File: src/rtl/rrp_pkg.sv
`timescale 1ns / 1ps
// rrp_pkg: types, codes and byte constants of the row record parser.
// No dependencies.

package rrp_pkg;

   localparam logic [2:0] KIND_NAME_BYTE   = 3'd0;
   localparam logic [2:0] KIND_VALUE_BYTE  = 3'd1;
   localparam logic [2:0] KIND_EMPTY_NAME  = 3'd2;
   localparam logic [2:0] KIND_EMPTY_VALUE = 3'd3;
   localparam logic [2:0] KIND_STATUS      = 3'd4;

   localparam logic [3:0] ST_OK         = 4'd0;
   localparam logic [3:0] ST_PREFIX     = 4'd1;
   localparam logic [3:0] ST_COUNT      = 4'd2;
   localparam logic [3:0] ST_HEADER     = 4'd3;
   localparam logic [3:0] ST_NAMELEN    = 4'd4;
   localparam logic [3:0] ST_NAMESEP    = 4'd5;
   localparam logic [3:0] ST_NAMERANGE  = 4'd6;
   localparam logic [3:0] ST_VALLEN     = 4'd7;
   localparam logic [3:0] ST_VALSEP     = 4'd8;
   localparam logic [3:0] ST_VALRANGE   = 4'd9;
   localparam logic [3:0] ST_EXTRA      = 4'd10;

   localparam logic [7:0] CHAR_NEWLINE = 8'h0A;
   localparam logic [7:0] CHAR_SPACE   = 8'h20;
   localparam logic [7:0] CHAR_MINUS   = 8'h2D;
   localparam logic [7:0] CHAR_COLON   = 8'h3A;
   localparam logic [7:0] CHAR_ZERO    = 8'h30;
   localparam logic [7:0] CHAR_NINE    = 8'h39;

   typedef struct packed {
      logic [2:0]  kind;
      logic [15:0] column_index;
      logic [7:0]  data_byte;
      logic        field_end;
      logic [3:0]  status_code;
      logic [15:0] column_count;
   } rrp_result_type;

   function automatic logic [7:0] row_tag(input logic [1:0] idx);
      logic [7:0] ch;
      unique case (idx)
         2'd0: ch = 8'h52;
         2'd1: ch = 8'h4F;
         2'd2: ch = 8'h57;
         default: ch = CHAR_SPACE;
      endcase
      return ch;
   endfunction

endpackage

File: src/rtl/rrp_channels.sv
`timescale 1ns / 1ps
// rrp_req_if / rrp_rsp_if: valid/ready channels of the row record parser.
// Depends on rrp_pkg for the result codes only by convention.

interface rrp_req_if;
   logic       valid;
   logic       ready;
   logic [7:0] stream_byte;

   modport source (output valid, output stream_byte, input ready);
   modport sink   (input valid, input stream_byte, output ready);
endinterface

interface rrp_rsp_if;
   logic        valid;
   logic        ready;
   logic [2:0]  kind;
   logic [15:0] column_index;
   logic [7:0]  data_byte;
   logic        field_end;
   logic [3:0]  status_code;
   logic [15:0] column_count;

   modport source (output valid, output kind, output column_index, output data_byte,
                   output field_end, output status_code, output column_count,
                   input ready);
   modport sink   (input valid, input kind, input column_index, input data_byte,
                   input field_end, input status_code, input column_count,
                   output ready);
endinterface

File: src/rtl/rrp_parse_core.sv
`timescale 1ns / 1ps
// rrp_parse_core: line state registers and the per-word parse logic.
// Depends on rrp_pkg.

module rrp_parse_core
   import rrp_pkg::*;
#(
   parameter int COUNT_BITS = 16
) (
   input  logic           clock,
   input  logic           reset,
   input  logic           in_accept,
   input  logic [7:0]     in_byte,
   output logic           result_valid,
   output rrp_result_type result
);

   localparam logic [2:0] PH_PREFIX  = 3'd0;
   localparam logic [2:0] PH_COUNT   = 3'd1;
   localparam logic [2:0] PH_NAMELEN = 3'd2;
   localparam logic [2:0] PH_NAME    = 3'd3;
   localparam logic [2:0] PH_VALLEN  = 3'd4;
   localparam logic [2:0] PH_VALUE   = 3'd5;
   localparam logic [2:0] PH_END     = 3'd6;
   localparam logic [2:0] PH_SKIP    = 3'd7;

   localparam int WIDE_BITS = COUNT_BITS + 4;

   logic [2:0]            phase_ff, phase_in;
   logic [1:0]            prefix_ff, prefix_in;
   logic [COUNT_BITS-1:0] acc_ff, acc_in;
   logic                  minus_ff, minus_in;
   logic                  digit_ff, digit_in;
   logic [COUNT_BITS-1:0] cols_ff, cols_in;
   logic [COUNT_BITS-1:0] col_ff, col_in;
   logic [COUNT_BITS-1:0] left_ff, left_in;
   logic [3:0]            error_ff, error_in;

   logic                  is_newline;
   logic                  is_digit;
   logic                  take_minus;
   logic                  num_ok;
   logic [WIDE_BITS-1:0]  acc_wide;
   logic [COUNT_BITS-1:0] acc_sat;
   logic [COUNT_BITS-1:0] col_inc;
   logic                  is_name;
   logic [31:0]           col_wide;
   logic [31:0]           cols_wide;

   assign is_newline = (in_byte == CHAR_NEWLINE);
   assign is_digit   = (in_byte >= CHAR_ZERO) && (in_byte <= CHAR_NINE);
   assign take_minus = (in_byte == CHAR_MINUS) && !minus_ff && !digit_ff;
   assign num_ok     = digit_ff && !(minus_ff && (acc_ff != '0));
   assign acc_wide   = ({4'b0, acc_ff} << 3) + ({4'b0, acc_ff} << 1)
                     + WIDE_BITS'(in_byte[3:0]);
   assign acc_sat    = (|acc_wide[WIDE_BITS-1:COUNT_BITS]) ? '1 : acc_wide[COUNT_BITS-1:0];
   assign col_inc    = col_ff + COUNT_BITS'(1);
   assign is_name    = (phase_ff == PH_NAMELEN) || (phase_ff == PH_NAME);
   assign col_wide   = 32'(col_ff);

   always_comb begin
      phase_in     = phase_ff;
      prefix_in    = prefix_ff;
      acc_in       = acc_ff;
      minus_in     = minus_ff;
      digit_in     = digit_ff;
      cols_in      = cols_ff;
      col_in       = col_ff;
      left_in      = left_ff;
      error_in     = error_ff;
      result_valid = 1'b0;
      result       = '0;

      unique case (phase_ff)
         PH_PREFIX: begin
            if (in_byte != row_tag(prefix_ff)) begin
               error_in = ST_PREFIX;
               phase_in = PH_SKIP;
            end else if (prefix_ff == 2'd3) begin
               prefix_in = 2'd0;
               phase_in  = PH_COUNT;
               acc_in    = '0;
               minus_in  = 1'b0;
               digit_in  = 1'b0;
            end else begin
               prefix_in = prefix_ff + 2'd1;
            end
         end
         PH_COUNT: begin
            if (take_minus) begin
               minus_in = 1'b1;
            end else if (is_digit) begin
               acc_in   = acc_sat;
               digit_in = 1'b1;
            end else if (!num_ok) begin
               error_in = ST_COUNT;
               phase_in = PH_SKIP;
            end else begin
               cols_in = acc_ff;
               if (in_byte != CHAR_SPACE) begin
                  error_in = ST_HEADER;
                  phase_in = PH_SKIP;
               end else begin
                  col_in = '0;
                  if (acc_ff == '0) begin
                     phase_in = PH_END;
                  end else begin
                     phase_in = PH_NAMELEN;
                     acc_in   = '0;
                     minus_in = 1'b0;
                     digit_in = 1'b0;
                  end
               end
            end
         end
         PH_NAMELEN, PH_VALLEN: begin
            if (take_minus) begin
               minus_in = 1'b1;
            end else if (is_digit) begin
               acc_in   = acc_sat;
               digit_in = 1'b1;
            end else if (!num_ok) begin
               error_in = is_name ? ST_NAMELEN : ST_VALLEN;
               phase_in = PH_SKIP;
            end else if (in_byte != CHAR_COLON) begin
               error_in = is_name ? ST_NAMESEP : ST_VALSEP;
               phase_in = PH_SKIP;
            end else begin
               left_in = acc_ff;
               if (acc_ff != '0) begin
                  phase_in = is_name ? PH_NAME : PH_VALUE;
               end else begin
                  result_valid        = 1'b1;
                  result.kind         = is_name ? KIND_EMPTY_NAME : KIND_EMPTY_VALUE;
                  result.column_index = col_wide[15:0];
                  acc_in   = '0;
                  minus_in = 1'b0;
                  digit_in = 1'b0;
                  if (is_name) begin
                     phase_in = PH_VALLEN;
                  end else begin
                     col_in   = col_inc;
                     phase_in = (col_inc >= cols_ff) ? PH_END : PH_NAMELEN;
                  end
               end
            end
         end
         PH_NAME, PH_VALUE: begin
            if (is_newline) begin
               error_in = is_name ? ST_NAMERANGE : ST_VALRANGE;
               phase_in = PH_SKIP;
            end else begin
               left_in             = left_ff - COUNT_BITS'(1);
               result_valid        = 1'b1;
               result.kind         = is_name ? KIND_NAME_BYTE : KIND_VALUE_BYTE;
               result.column_index = col_wide[15:0];
               result.data_byte    = in_byte;
               result.field_end    = (left_ff == COUNT_BITS'(1));
               if (left_ff == COUNT_BITS'(1)) begin
                  acc_in   = '0;
                  minus_in = 1'b0;
                  digit_in = 1'b0;
                  if (is_name) begin
                     phase_in = PH_VALLEN;
                  end else begin
                     col_in   = col_inc;
                     phase_in = (col_inc >= cols_ff) ? PH_END : PH_NAMELEN;
                  end
               end
            end
         end
         PH_END: begin
            if (!is_newline) begin
               error_in = ST_EXTRA;
               phase_in = PH_SKIP;
            end
         end
         default: begin
         end
      endcase

      // report the line status, then return the line state to its start
      if (is_newline) begin
         result_valid        = 1'b1;
         result              = '0;
         result.kind         = KIND_STATUS;
         result.status_code  = error_in;
         result.column_count = cols_wide[15:0];
         phase_in  = PH_PREFIX;
         prefix_in = 2'd0;
         acc_in    = '0;
         minus_in  = 1'b0;
         digit_in  = 1'b0;
         cols_in   = '0;
         col_in    = '0;
         left_in   = '0;
         error_in  = ST_OK;
      end
   end

   // column count as it stands after this word, before the newline clear
   always_comb begin
      cols_wide = 32'(cols_ff);
      if ((phase_ff == PH_COUNT) && !take_minus && !is_digit && num_ok) begin
         cols_wide = 32'(acc_ff);
      end
   end

   always_ff @(posedge clock) begin
      if (reset) begin
         phase_ff  <= PH_PREFIX;
         prefix_ff <= 2'd0;
         acc_ff    <= '0;
         minus_ff  <= 1'b0;
         digit_ff  <= 1'b0;
         cols_ff   <= '0;
         col_ff    <= '0;
         left_ff   <= '0;
         error_ff  <= ST_OK;
      end else if (in_accept) begin
         phase_ff  <= phase_in;
         prefix_ff <= prefix_in;
         acc_ff    <= acc_in;
         minus_ff  <= minus_in;
         digit_ff  <= digit_in;
         cols_ff   <= cols_in;
         col_ff    <= col_in;
         left_ff   <= left_in;
         error_ff  <= error_in;
      end
   end

   a_newline_status: assert property (@(posedge clock) disable iff (reset)
      in_accept && is_newline |-> result_valid && (result.kind == KIND_STATUS))
      else $error("newline word did not yield a line status");

   a_newline_clears: assert property (@(posedge clock) disable iff (reset)
      in_accept && is_newline |=> (phase_ff == PH_PREFIX) && (error_ff == ST_OK))
      else $error("line state not cleared after newline");

   a_skip_has_error: assert property (@(posedge clock) disable iff (reset)
      (phase_ff == PH_SKIP) == (error_ff != ST_OK))
      else $error("error latch and skip phase disagree");

   a_column_in_range: assert property (@(posedge clock) disable iff (reset)
      (phase_ff == PH_NAMELEN || phase_ff == PH_NAME || phase_ff == PH_VALLEN ||
       phase_ff == PH_VALUE) |-> (col_ff < cols_ff))
      else $error("current column beyond declared count");

endmodule

File: src/rtl/rrp_out_reg.sv
`timescale 1ns / 1ps
// rrp_out_reg: result register between the parse core and the result channel.
// Depends on rrp_pkg.

module rrp_out_reg
   import rrp_pkg::*;
(
   input  logic           clock,
   input  logic           reset,
   input  logic           load,
   input  logic           load_valid,
   input  rrp_result_type load_result,
   output logic           load_ready,
   output logic           out_valid,
   input  logic           out_ready,
   output rrp_result_type out_result
);

   logic           valid_ff, valid_in;
   rrp_result_type result_ff;

   assign load_ready = !valid_ff || out_ready;
   assign out_valid  = valid_ff;
   assign out_result = result_ff;

   always_comb begin
      valid_in = valid_ff && !out_ready;
      if (load && load_valid) begin
         valid_in = 1'b1;
      end
   end

   always_ff @(posedge clock) begin
      if (reset) begin
         valid_ff <= 1'b0;
      end else begin
         valid_ff <= valid_in;
      end
   end

   always_ff @(posedge clock) begin
      if (load && load_valid) begin
         result_ff <= load_result;
      end
   end

endmodule

File: src/rtl/row_record_parser.sv
`timescale 1ns / 1ps
// row_record_parser: top level, joins the parse core and the result register.
// Depends on rrp_pkg, rrp_channels, rrp_parse_core and rrp_out_reg.
//
// Takes stream bytes and gives at most one result word per byte, valid in the
// cycle after the byte is accepted. The byte is parsed in the cycle it is
// accepted against the line state registers; the result lands in a single
// output register. A byte is accepted whenever that register is empty or is
// being taken in the same cycle, so the sustained rate is one byte per cycle
// while the result side keeps up. No clearing pass after reset.

module row_record_parser
   import rrp_pkg::*;
#(
   parameter int COUNT_BITS = 16
) (
   input  logic         clock,
   input  logic         reset,
   rrp_req_if.sink      req_chan,
   rrp_rsp_if.source    rsp_chan
);

   logic           accept;
   logic           load_ready;
   logic           core_valid;
   rrp_result_type core_result;
   rrp_result_type out_result;

   assign req_chan.ready = load_ready;
   assign accept         = req_chan.valid && load_ready;

   rrp_parse_core #(
      .COUNT_BITS (COUNT_BITS)
   ) u_core (
      .clock        (clock),
      .reset        (reset),
      .in_accept    (accept),
      .in_byte      (req_chan.stream_byte),
      .result_valid (core_valid),
      .result       (core_result)
   );

   rrp_out_reg u_out (
      .clock       (clock),
      .reset       (reset),
      .load        (accept),
      .load_valid  (core_valid),
      .load_result (core_result),
      .load_ready  (load_ready),
      .out_valid   (rsp_chan.valid),
      .out_ready   (rsp_chan.ready),
      .out_result  (out_result)
   );

   assign rsp_chan.kind         = out_result.kind;
   assign rsp_chan.column_index = out_result.column_index;
   assign rsp_chan.data_byte    = out_result.data_byte;
   assign rsp_chan.field_end    = out_result.field_end;
   assign rsp_chan.status_code  = out_result.status_code;
   assign rsp_chan.column_count = out_result.column_count;

endmodule
File: src/flat_wrapper.sv
// flat-port wrapper written by rule: the top's interface ports become plain ports
module row_record_parser_flat import rrp_pkg::*;
#(
   parameter int COUNT_BITS = 16
)
  (clock, reset, req_chan_valid, req_chan_stream_byte, req_chan_ready, rsp_chan_valid, rsp_chan_kind, rsp_chan_column_index, rsp_chan_data_byte, rsp_chan_field_end, rsp_chan_status_code, rsp_chan_column_count, rsp_chan_ready);
  rrp_req_if req_chan_i ();
  rrp_rsp_if rsp_chan_i ();
  input  logic clock;
  input  logic reset;
  input wire logic [$bits(req_chan_i.valid)-1:0] req_chan_valid;
  input wire logic [$bits(req_chan_i.stream_byte)-1:0] req_chan_stream_byte;
  output wire logic [$bits(req_chan_i.ready)-1:0] req_chan_ready;
  output wire logic [$bits(rsp_chan_i.valid)-1:0] rsp_chan_valid;
  output wire logic [$bits(rsp_chan_i.kind)-1:0] rsp_chan_kind;
  output wire logic [$bits(rsp_chan_i.column_index)-1:0] rsp_chan_column_index;
  output wire logic [$bits(rsp_chan_i.data_byte)-1:0] rsp_chan_data_byte;
  output wire logic [$bits(rsp_chan_i.field_end)-1:0] rsp_chan_field_end;
  output wire logic [$bits(rsp_chan_i.status_code)-1:0] rsp_chan_status_code;
  output wire logic [$bits(rsp_chan_i.column_count)-1:0] rsp_chan_column_count;
  input wire logic [$bits(rsp_chan_i.ready)-1:0] rsp_chan_ready;
  assign req_chan_i.valid = req_chan_valid;
  assign req_chan_i.stream_byte = req_chan_stream_byte;
  assign req_chan_ready = req_chan_i.ready;
  assign rsp_chan_valid = rsp_chan_i.valid;
  assign rsp_chan_kind = rsp_chan_i.kind;
  assign rsp_chan_column_index = rsp_chan_i.column_index;
  assign rsp_chan_data_byte = rsp_chan_i.data_byte;
  assign rsp_chan_field_end = rsp_chan_i.field_end;
  assign rsp_chan_status_code = rsp_chan_i.status_code;
  assign rsp_chan_column_count = rsp_chan_i.column_count;
  assign rsp_chan_i.ready = rsp_chan_ready;
  row_record_parser #(.COUNT_BITS(COUNT_BITS)) u_core (.clock(clock), .reset(reset), .req_chan(req_chan_i), .rsp_chan(rsp_chan_i));
endmodule
File: config.mk
export PLATFORM = sky130hd
export DESIGN_NAME = row_record_parser_flat
export DESIGN_NICKNAME = d
export VERILOG_FILES = /design/src/rtl/rrp_pkg.sv /design/src/rtl/rrp_channels.sv /design/src/rtl/rrp_parse_core.sv /design/src/rtl/rrp_out_reg.sv /design/src/rtl/row_record_parser.sv /design/src/flat_wrapper.sv
export SDC_FILE = /design/constraint.sdc
export NUM_CORES = 1
export LEC_CHECK = 0
export BUFFER_PORTS_ARGS = -buffer_cell sky130_fd_sc_hd__buf_2
export CAP_MARGIN = 20
export CORE_UTILIZATION = 55
export DETAILED_ROUTE_END_ITERATION = 10
export PLACE_DENSITY = 0.74
export RECOVER_POWER = 50
export REMOVE_ABC_BUFFERS = 1
export SYNTH_ARGS = -nofsm -noshare
export SYNTH_HDL_FRONTEND = slang
export SYNTH_SLANG_ARGS = --single-unit
File: constraint.sdc
create_clock -name clock -period 4.2 [get_ports clock]
set_input_delay 1.05 -clock clock [delete_from_list [all_inputs] [get_ports clock]]
set_output_delay 1.05 -clock clock [all_outputs]
set_load 0.01 [all_outputs]
Word-level counts from Yosys, hierarchy flattened
Index checks and enable logic that the tools add are counted.
{"block": "op_classes", "n_addsub": 5, "order_cmp": 3, "n_eq_ne": 45, "n_mux": 118, "bitwise_logic": 1, "n_reduce_logical": 42}
{"op": "two-way mux 16 bit", "n": 38}
{"op": "two-way mux 18 bit", "n": 5}
{"op": "one-hot mux 16 bit (4 select lines)", "n": 1}
{"op": "inequality test 4 bit (second input constant)", "n": 15}
{"op": "two-way mux 4 bit", "n": 14}
{"op": "two-way mux 3 bit", "n": 17}
{"op": "one-hot mux 16 bit (3 select lines)", "n": 1}
{"op": "one-hot mux 19 bit (2 select lines)", "n": 1}
{"op": "inequality test 3 bit (second input constant)", "n": 12}
{"op": "one-hot mux 16 bit (2 select lines)", "n": 1}
{"op": "two-way mux 1 bit", "n": 28}
{"op": "AND reduction 13 bit", "n": 2}
{"op": "one-hot mux 7 bit (3 select lines)", "n": 1}
{"op": "adder 19 x 17 -> 20 bit", "n": 1}
{"op": "adder 20 x 4 -> 20 bit", "n": 1}
{"op": "one-hot mux 4 bit (5 select lines)", "n": 1}
{"op": "adder 16 x 1 -> 16 bit (second input constant)", "n": 1}
{"op": "equality test 16 x 1 -> 1 bit (second input constant)", "n": 1}
{"op": ">= comparator 16 bit", "n": 1}
{"op": "logical NOT 16 bit", "n": 1}
{"op": "inequality test 8 x 6 -> 1 bit (second input constant)", "n": 2}
{"op": "nonzero test 16 bit", "n": 1}
{"op": "subtractor 16 x 1 -> 16 bit (second input constant)", "n": 1}
{"op": "one-hot mux 3 bit (5 select lines)", "n": 1}
{"op": "34 further kinds", "n": 66}
{"block": "totals", "reg_bits": 124, "wordCells": 230}

Logic depth before layout (Yosys ltp)
{"block": "depth", "ltp_word": 11, "depth_mapped": 16, "mapped_depth_nobuf": 15}

Cells and area by module
From an unflattened synthesis, not the netlist that was laid out.
{"block": "hier_totals", "hier_cells": 925, "hier_area_um2": 7986.4}
{"mod": "rrp_parse_core", "instances": 1, "cells_each": 871, "area_per_inst_um2": 6488.7, "seq_area_each_um2": 1501.4}
{"mod": "rrp_out_reg", "instances": 1, "cells_each": 53, "area_per_inst_um2": 1491.4, "seq_area_each_um2": 1461.4}
{"mod": "row_record_parser", "instances": 1, "cells_each": 1, "area_per_inst_um2": 6.3, "seq_area_each_um2": 0.0}

Worst setup path after synthesis
OpenSTA, ideal clock, no wires.
{"block": "synth_path", "path_type": "input-to-reg", "from": "input port req_chan_stream_byte[4]", "to": "register u_core.u_out.result_ff (netlist bit u_core.u_out.out_result[0]), enable pin", "t_arrival_ps": 3154, "setup_slack_ps": 643, "stages": 7, "n_path_buf": 2, "path_cell_list": "buf_6 nor4_1 nand2_1 bufinv_8 clkbuf_1 o31ai_1 inv_1"}
{"block": "synth_between", "elab_chain_cells": 8, "elab_cells_between_ends": 15, "classes_between": "order compare (2); eq/ne (3); mux (6); reduce/logical (4)"}
{"item": "start, declared", "line_no": "flat_wrapper.sv:12", "text": "input wire logic [$bits(req_chan_i.stream_byte)-1:0] req_chan_stream_byte;"}
{"item": "parallel branches: the longest is 6 deep, another holds >= comparator 8 x 6 -> 1 bit"}
{"item": "two-way mux 1 bit (*)", "line_no": "rrp_parse_core.sv:183", "text": "if (is_newline) begin"}
{"item": "logical AND 1 bit (*)", "line_no": "rrp_out_reg.sv:42", "text": "if (load && load_valid) begin"}
{"item": "end signal, assigned", "line_no": "rrp_out_reg.sv:43", "text": "result_ff <= load_result;"}
{"item": "end, declared", "line_no": "rrp_out_reg.sv:20", "text": "rrp_result_type result_ff;"}
Mark *: on every way between the ends.
A chain may end at the register's enable or synchronous reset.

Worst setup path after layout
{"block": "layout_path", "from": "input port req_chan_stream_byte[2]", "to": "register u_core.u_core.col_ff[6]"}
{"block": "layout_between", "elab_chain_cells": 5, "elab_cells_between_ends": 22, "classes_between": "order compare (2); eq/ne (14); mux (1); reduce/logical (5)"}
{"item": "parallel branches: the longest is 5 deep, another holds >= comparator 8 x 6 -> 1 bit"}
{"item": "end signal, assigned", "line_no": "rrp_parse_core.sv:227", "text": "col_ff <= col_in;"}
{"item": "end, declared", "line_no": "rrp_parse_core.sv:35", "text": "logic [COUNT_BITS-1:0] col_ff, col_in;"}
Several ways; the timed one is not identified.

==> flow_summary.ini <==
[pwr]
peakVddDrop_uv = 272
power_density_nw_per_um2 = 374
leakage_power_of_the_design_nw = 3.27

[detailed_routing]
number_of_iterations_in_the_first_detailed_routing_pass = 6
route.met3.wl_um = 1280
finalWirelength_um = 18700
initialDrtViolationCount = 768
route.antenna.remaining_nets = 0
routed-via-count = 6742
dr_wl_met2_um = 8560
routed_wire_length_per_instance_um = 17.0
drc = 0
routed.top_layer = met4
routedLengthMet1_um = 8580
vias_per_cell = 6.13

[finish]
utilization_pct = 63.4
diodes = 0
fin_cells = 1100
areaGrowthSynthToFinish_pct = 12.1
post_layout_net_count = 978
drive_above_1_share_pct = 7.14

[placement]
place_inst = 1068
finalWeightedCongestion = 0.938
dp_hpwl_um = 13000
portBuffers = 61

[clock_tree]
clock_path_buffers = 2
cts_resized = 0
cts_htree_levels = 4
cts-buffers-inserted = 17
cts_tree = yes
clock-sinks = 124
clock_insertion_delay_worst_skew_ns = 0.43
root_buffer = clkbuf_16
post_cts_hold_buffer_count = 0
clk_transition_reported_paths_ns = 0.06
post_cts.repair.setup_buffers = 0

[synth]
ys_top_cells_by_count = nand2_1, a21oi_1, dfxtp_1
synth_largest_area_cell = dfxtp_1
yosysMostFrequentCell = nand2_1
ys_warn_count = 0
netlist.area_leader.share_pct = 20.3
number_of_enable_type_register_cells_in_the_synthesized_netlist = 48
post_synthesis_cell_count = 857
synth_async_sr_flop_share_pct = 0
synth_area_per_cell_um2 = 8.75
ys_types = 75
most_area_consuming_cells_after_synthesis = dfxtp_1, edfxtp_1, ha_1, a21oi_1, nand2_1
flip_flop_and_latch_count_after_synthesis = 124
post_synth_instance_area_um2 = 7500
synth-seq-area-share_pct = 39.5
dominantRegCellSynth = dfxtp_1

[grt]
grt_pass1_wl_um = 31600
grt.total_usage_pct = 28.1
grt_max_degree = 52
globalRoute.totalOverflow = 0
grt_antenna_before_repair = 0
first_global_vias = 6220

[floorplanning]
core_region_area_um2 = 13200
chipHeight_um = 119
floorplan.die_area_um2 = 14100
core.rowCount = 42
initial_core_util_pct = 56.6
die_width_um = 119
floorplan.io_pins = 62

[setup_path]
rrSetupSlack_ns = 0.54
worstPathRequired_ns = 4.52
worst_setup_path_start_kind = input pin
setup.worst_path.end_class = flop
worstSetupPathType = input pin to flop
critPathMaxFanout = 17
rr_worst_depth = 15
reg2reg_to = u_core.u_core.phase_ff[2]$_SDFFE_PP0P_
regToRegStartpoint = u_core.u_core.col_ff[0]$_SDFFE_PP0P_
arrival_time_of_data_at_the_critical_path_endpoint_ns = 4.07

[sta]
worst-slew-pin-transition_ns = 1.27
fin_crit_ns = 3.75
relative_slew_slack_pct = 15.2
final.setup_skew_ns = 0.00697
max_clock_freq_ghz = 0.267
hold_vio_cnt_final = 0
setup_viol = 0
finalCritPeriodShare_pct = 89.3
timing_max_transition_violations_final = 0
fin_setup_tns_ns = 0
rsz0062_at_grt = no

[min_path]
worstHoldPathCells = 2
holdCritPathClass = flop to flop
holdCritStartpoint = u_core.u_core.cols_ff[3]$_SDFFE_PP0P_
holdPathEnd = u_core.u_core.cols_ff[3]$_SDFFE_PP0P_

[outcome]
outcome = complete, no violations

[job]
drv.max_cap_violation_count = 0
==> logic make-up (layout without fill, tap and decap cells) <==
family	Yosys count	in the layout	share of synthesized area (%)
simple gates	326	326	21.9
flops	124	124	39.5
compound gates	230	230	19.1
xor+xnor	25	25	3.02
mux	16	16	2.14
fa+ha+maj	55	55	9.38
buf+inv	81	148	4.92
==> final cells by class <==
type	count	area, um^2
Inverter	40	151
Timing Repair Buffer	76	332
Sequential cell	124	2960
Clock buffer	18	429
Clock inverter	14	145
Multi-Input combinational cell	652	4160
Fill cell	1200	4840
Tap cell	176	220
==> where the power goes <==
group          switching, W  leakage, nW  internal [W]
Sequential        0.0000276         1.09       0.00128
Clock              0.000563        0.273      0.000872
Combinational      0.000271         1.91      0.000128
Total              0.000862         3.27       0.00228
==> flip-flops by register name, indices dropped and copies added, names as in the netlist <==
signal                   count
u_core.u_core.acc_ff        16
u_core.u_core.error_ff       4
u_core.u_out.out_valid       1
u_core.u_core.col_ff        16
u_core.u_out.out_result     48
u_core.u_core.prefix_ff      2
u_core.u_core.minus_ff       1
u_core.u_core.cols_ff       16
u_core.u_core.phase_ff       3
u_core.u_core.digit_ff       1
u_core.u_core.left_ff       16
==> how the worst max path moves through the flow <==
stage	slack [ns]	to	from
6_report	0.45	u_core.u_core.col_ff[6]$_SDFFE_PP0P_	req_chan_stream_byte[2]
5_1_grt	0.23	u_core.u_core.col_ff[8]$_SDFFE_PP0P_	req_chan_stream_byte[2]
4_1_cts	0.56	u_core.u_core.phase_ff[2]$_SDFFE_PP0P_	u_core.u_core.col_ff[0]$_SDFFE_PP0P_
3_5_place_dp	0.18	u_core.u_core.acc_ff[4]$_SDFFE_PP0P_	req_chan_stream_byte[3]
3_3_place_gp	0.25	u_core.u_core.acc_ff[5]$_SDFFE_PP0P_	req_chan_stream_byte[3]
2_1_floorplan	0.20	u_core.u_core.col_ff[6]$_SDFFE_PP0P_	req_chan_stream_byte[2]
==> critical path, cell delays in order <==
cell and delay [ns]:
clkbuf_1 0.25, and4bb_1 0.31, nand2_1 0.11, clkinvlp_2 0.53, or3_1 0.67, a211oi_2 0.43, nand3_1 0.35, nor2_1 0.19
o21ai_0 0.10, o41ai_1 0.08
==> through the flow <==
step                      total power, W  hold WS, ns  area [um^2]  worst slack (ns)
after detailed placement         0.00173        0.462         7940             0.177
final                            0.00314        0.468         8400             0.449
after CTS                        0.00315        0.470         8510             0.560
after global routing             0.00325        0.485         8400             0.227
after global placement           0.00173        0.453         7930             0.252
after floorplan                  0.00159        0.438         7290             0.204
==> routing by layer <==
layer,track usage [%],vias up
li1,-,3260
met1,39.0,3174
met2,43.3,278
met3,5.36,30
met4,10.7,0
met5,0,-
==> cell usage in the layout, fill, tap and decap left out, types with 11 or more instances in the layout <==
| cell | netlist | final |
|---|---|---|
| o21ai_1 | 13 | 13 |
| ha_1 | 53 | 53 |
| mux2i_1 | 16 | 16 |
| clkbuf_16 | 0 | 17 |
| inv_1 | 39 | 38 |
| edfxtp_1 | 48 | 48 |
| xnor2_1 | 14 | 14 |
| nor2_1 | 72 | 72 |
| or3_1 | 14 | 14 |
| xor2_1 | 10 | 11 |
| nor4_1 | 18 | 18 |
| nand3_1 | 35 | 35 |
| nor3_1 | 22 | 22 |
| clkbuf_1 | 28 | 58 |
| and2_0 | 1 | 14 |
| a21oi_1 | 79 | 79 |
| and3_1 | 16 | 16 |
| nand2_1 | 83 | 83 |
| o21ai_0 | 53 | 53 |
| a22o_1 | 11 | 11 |
| dfxtp_1 | 76 | 76 |
Power figures use the tool's default switching activity.
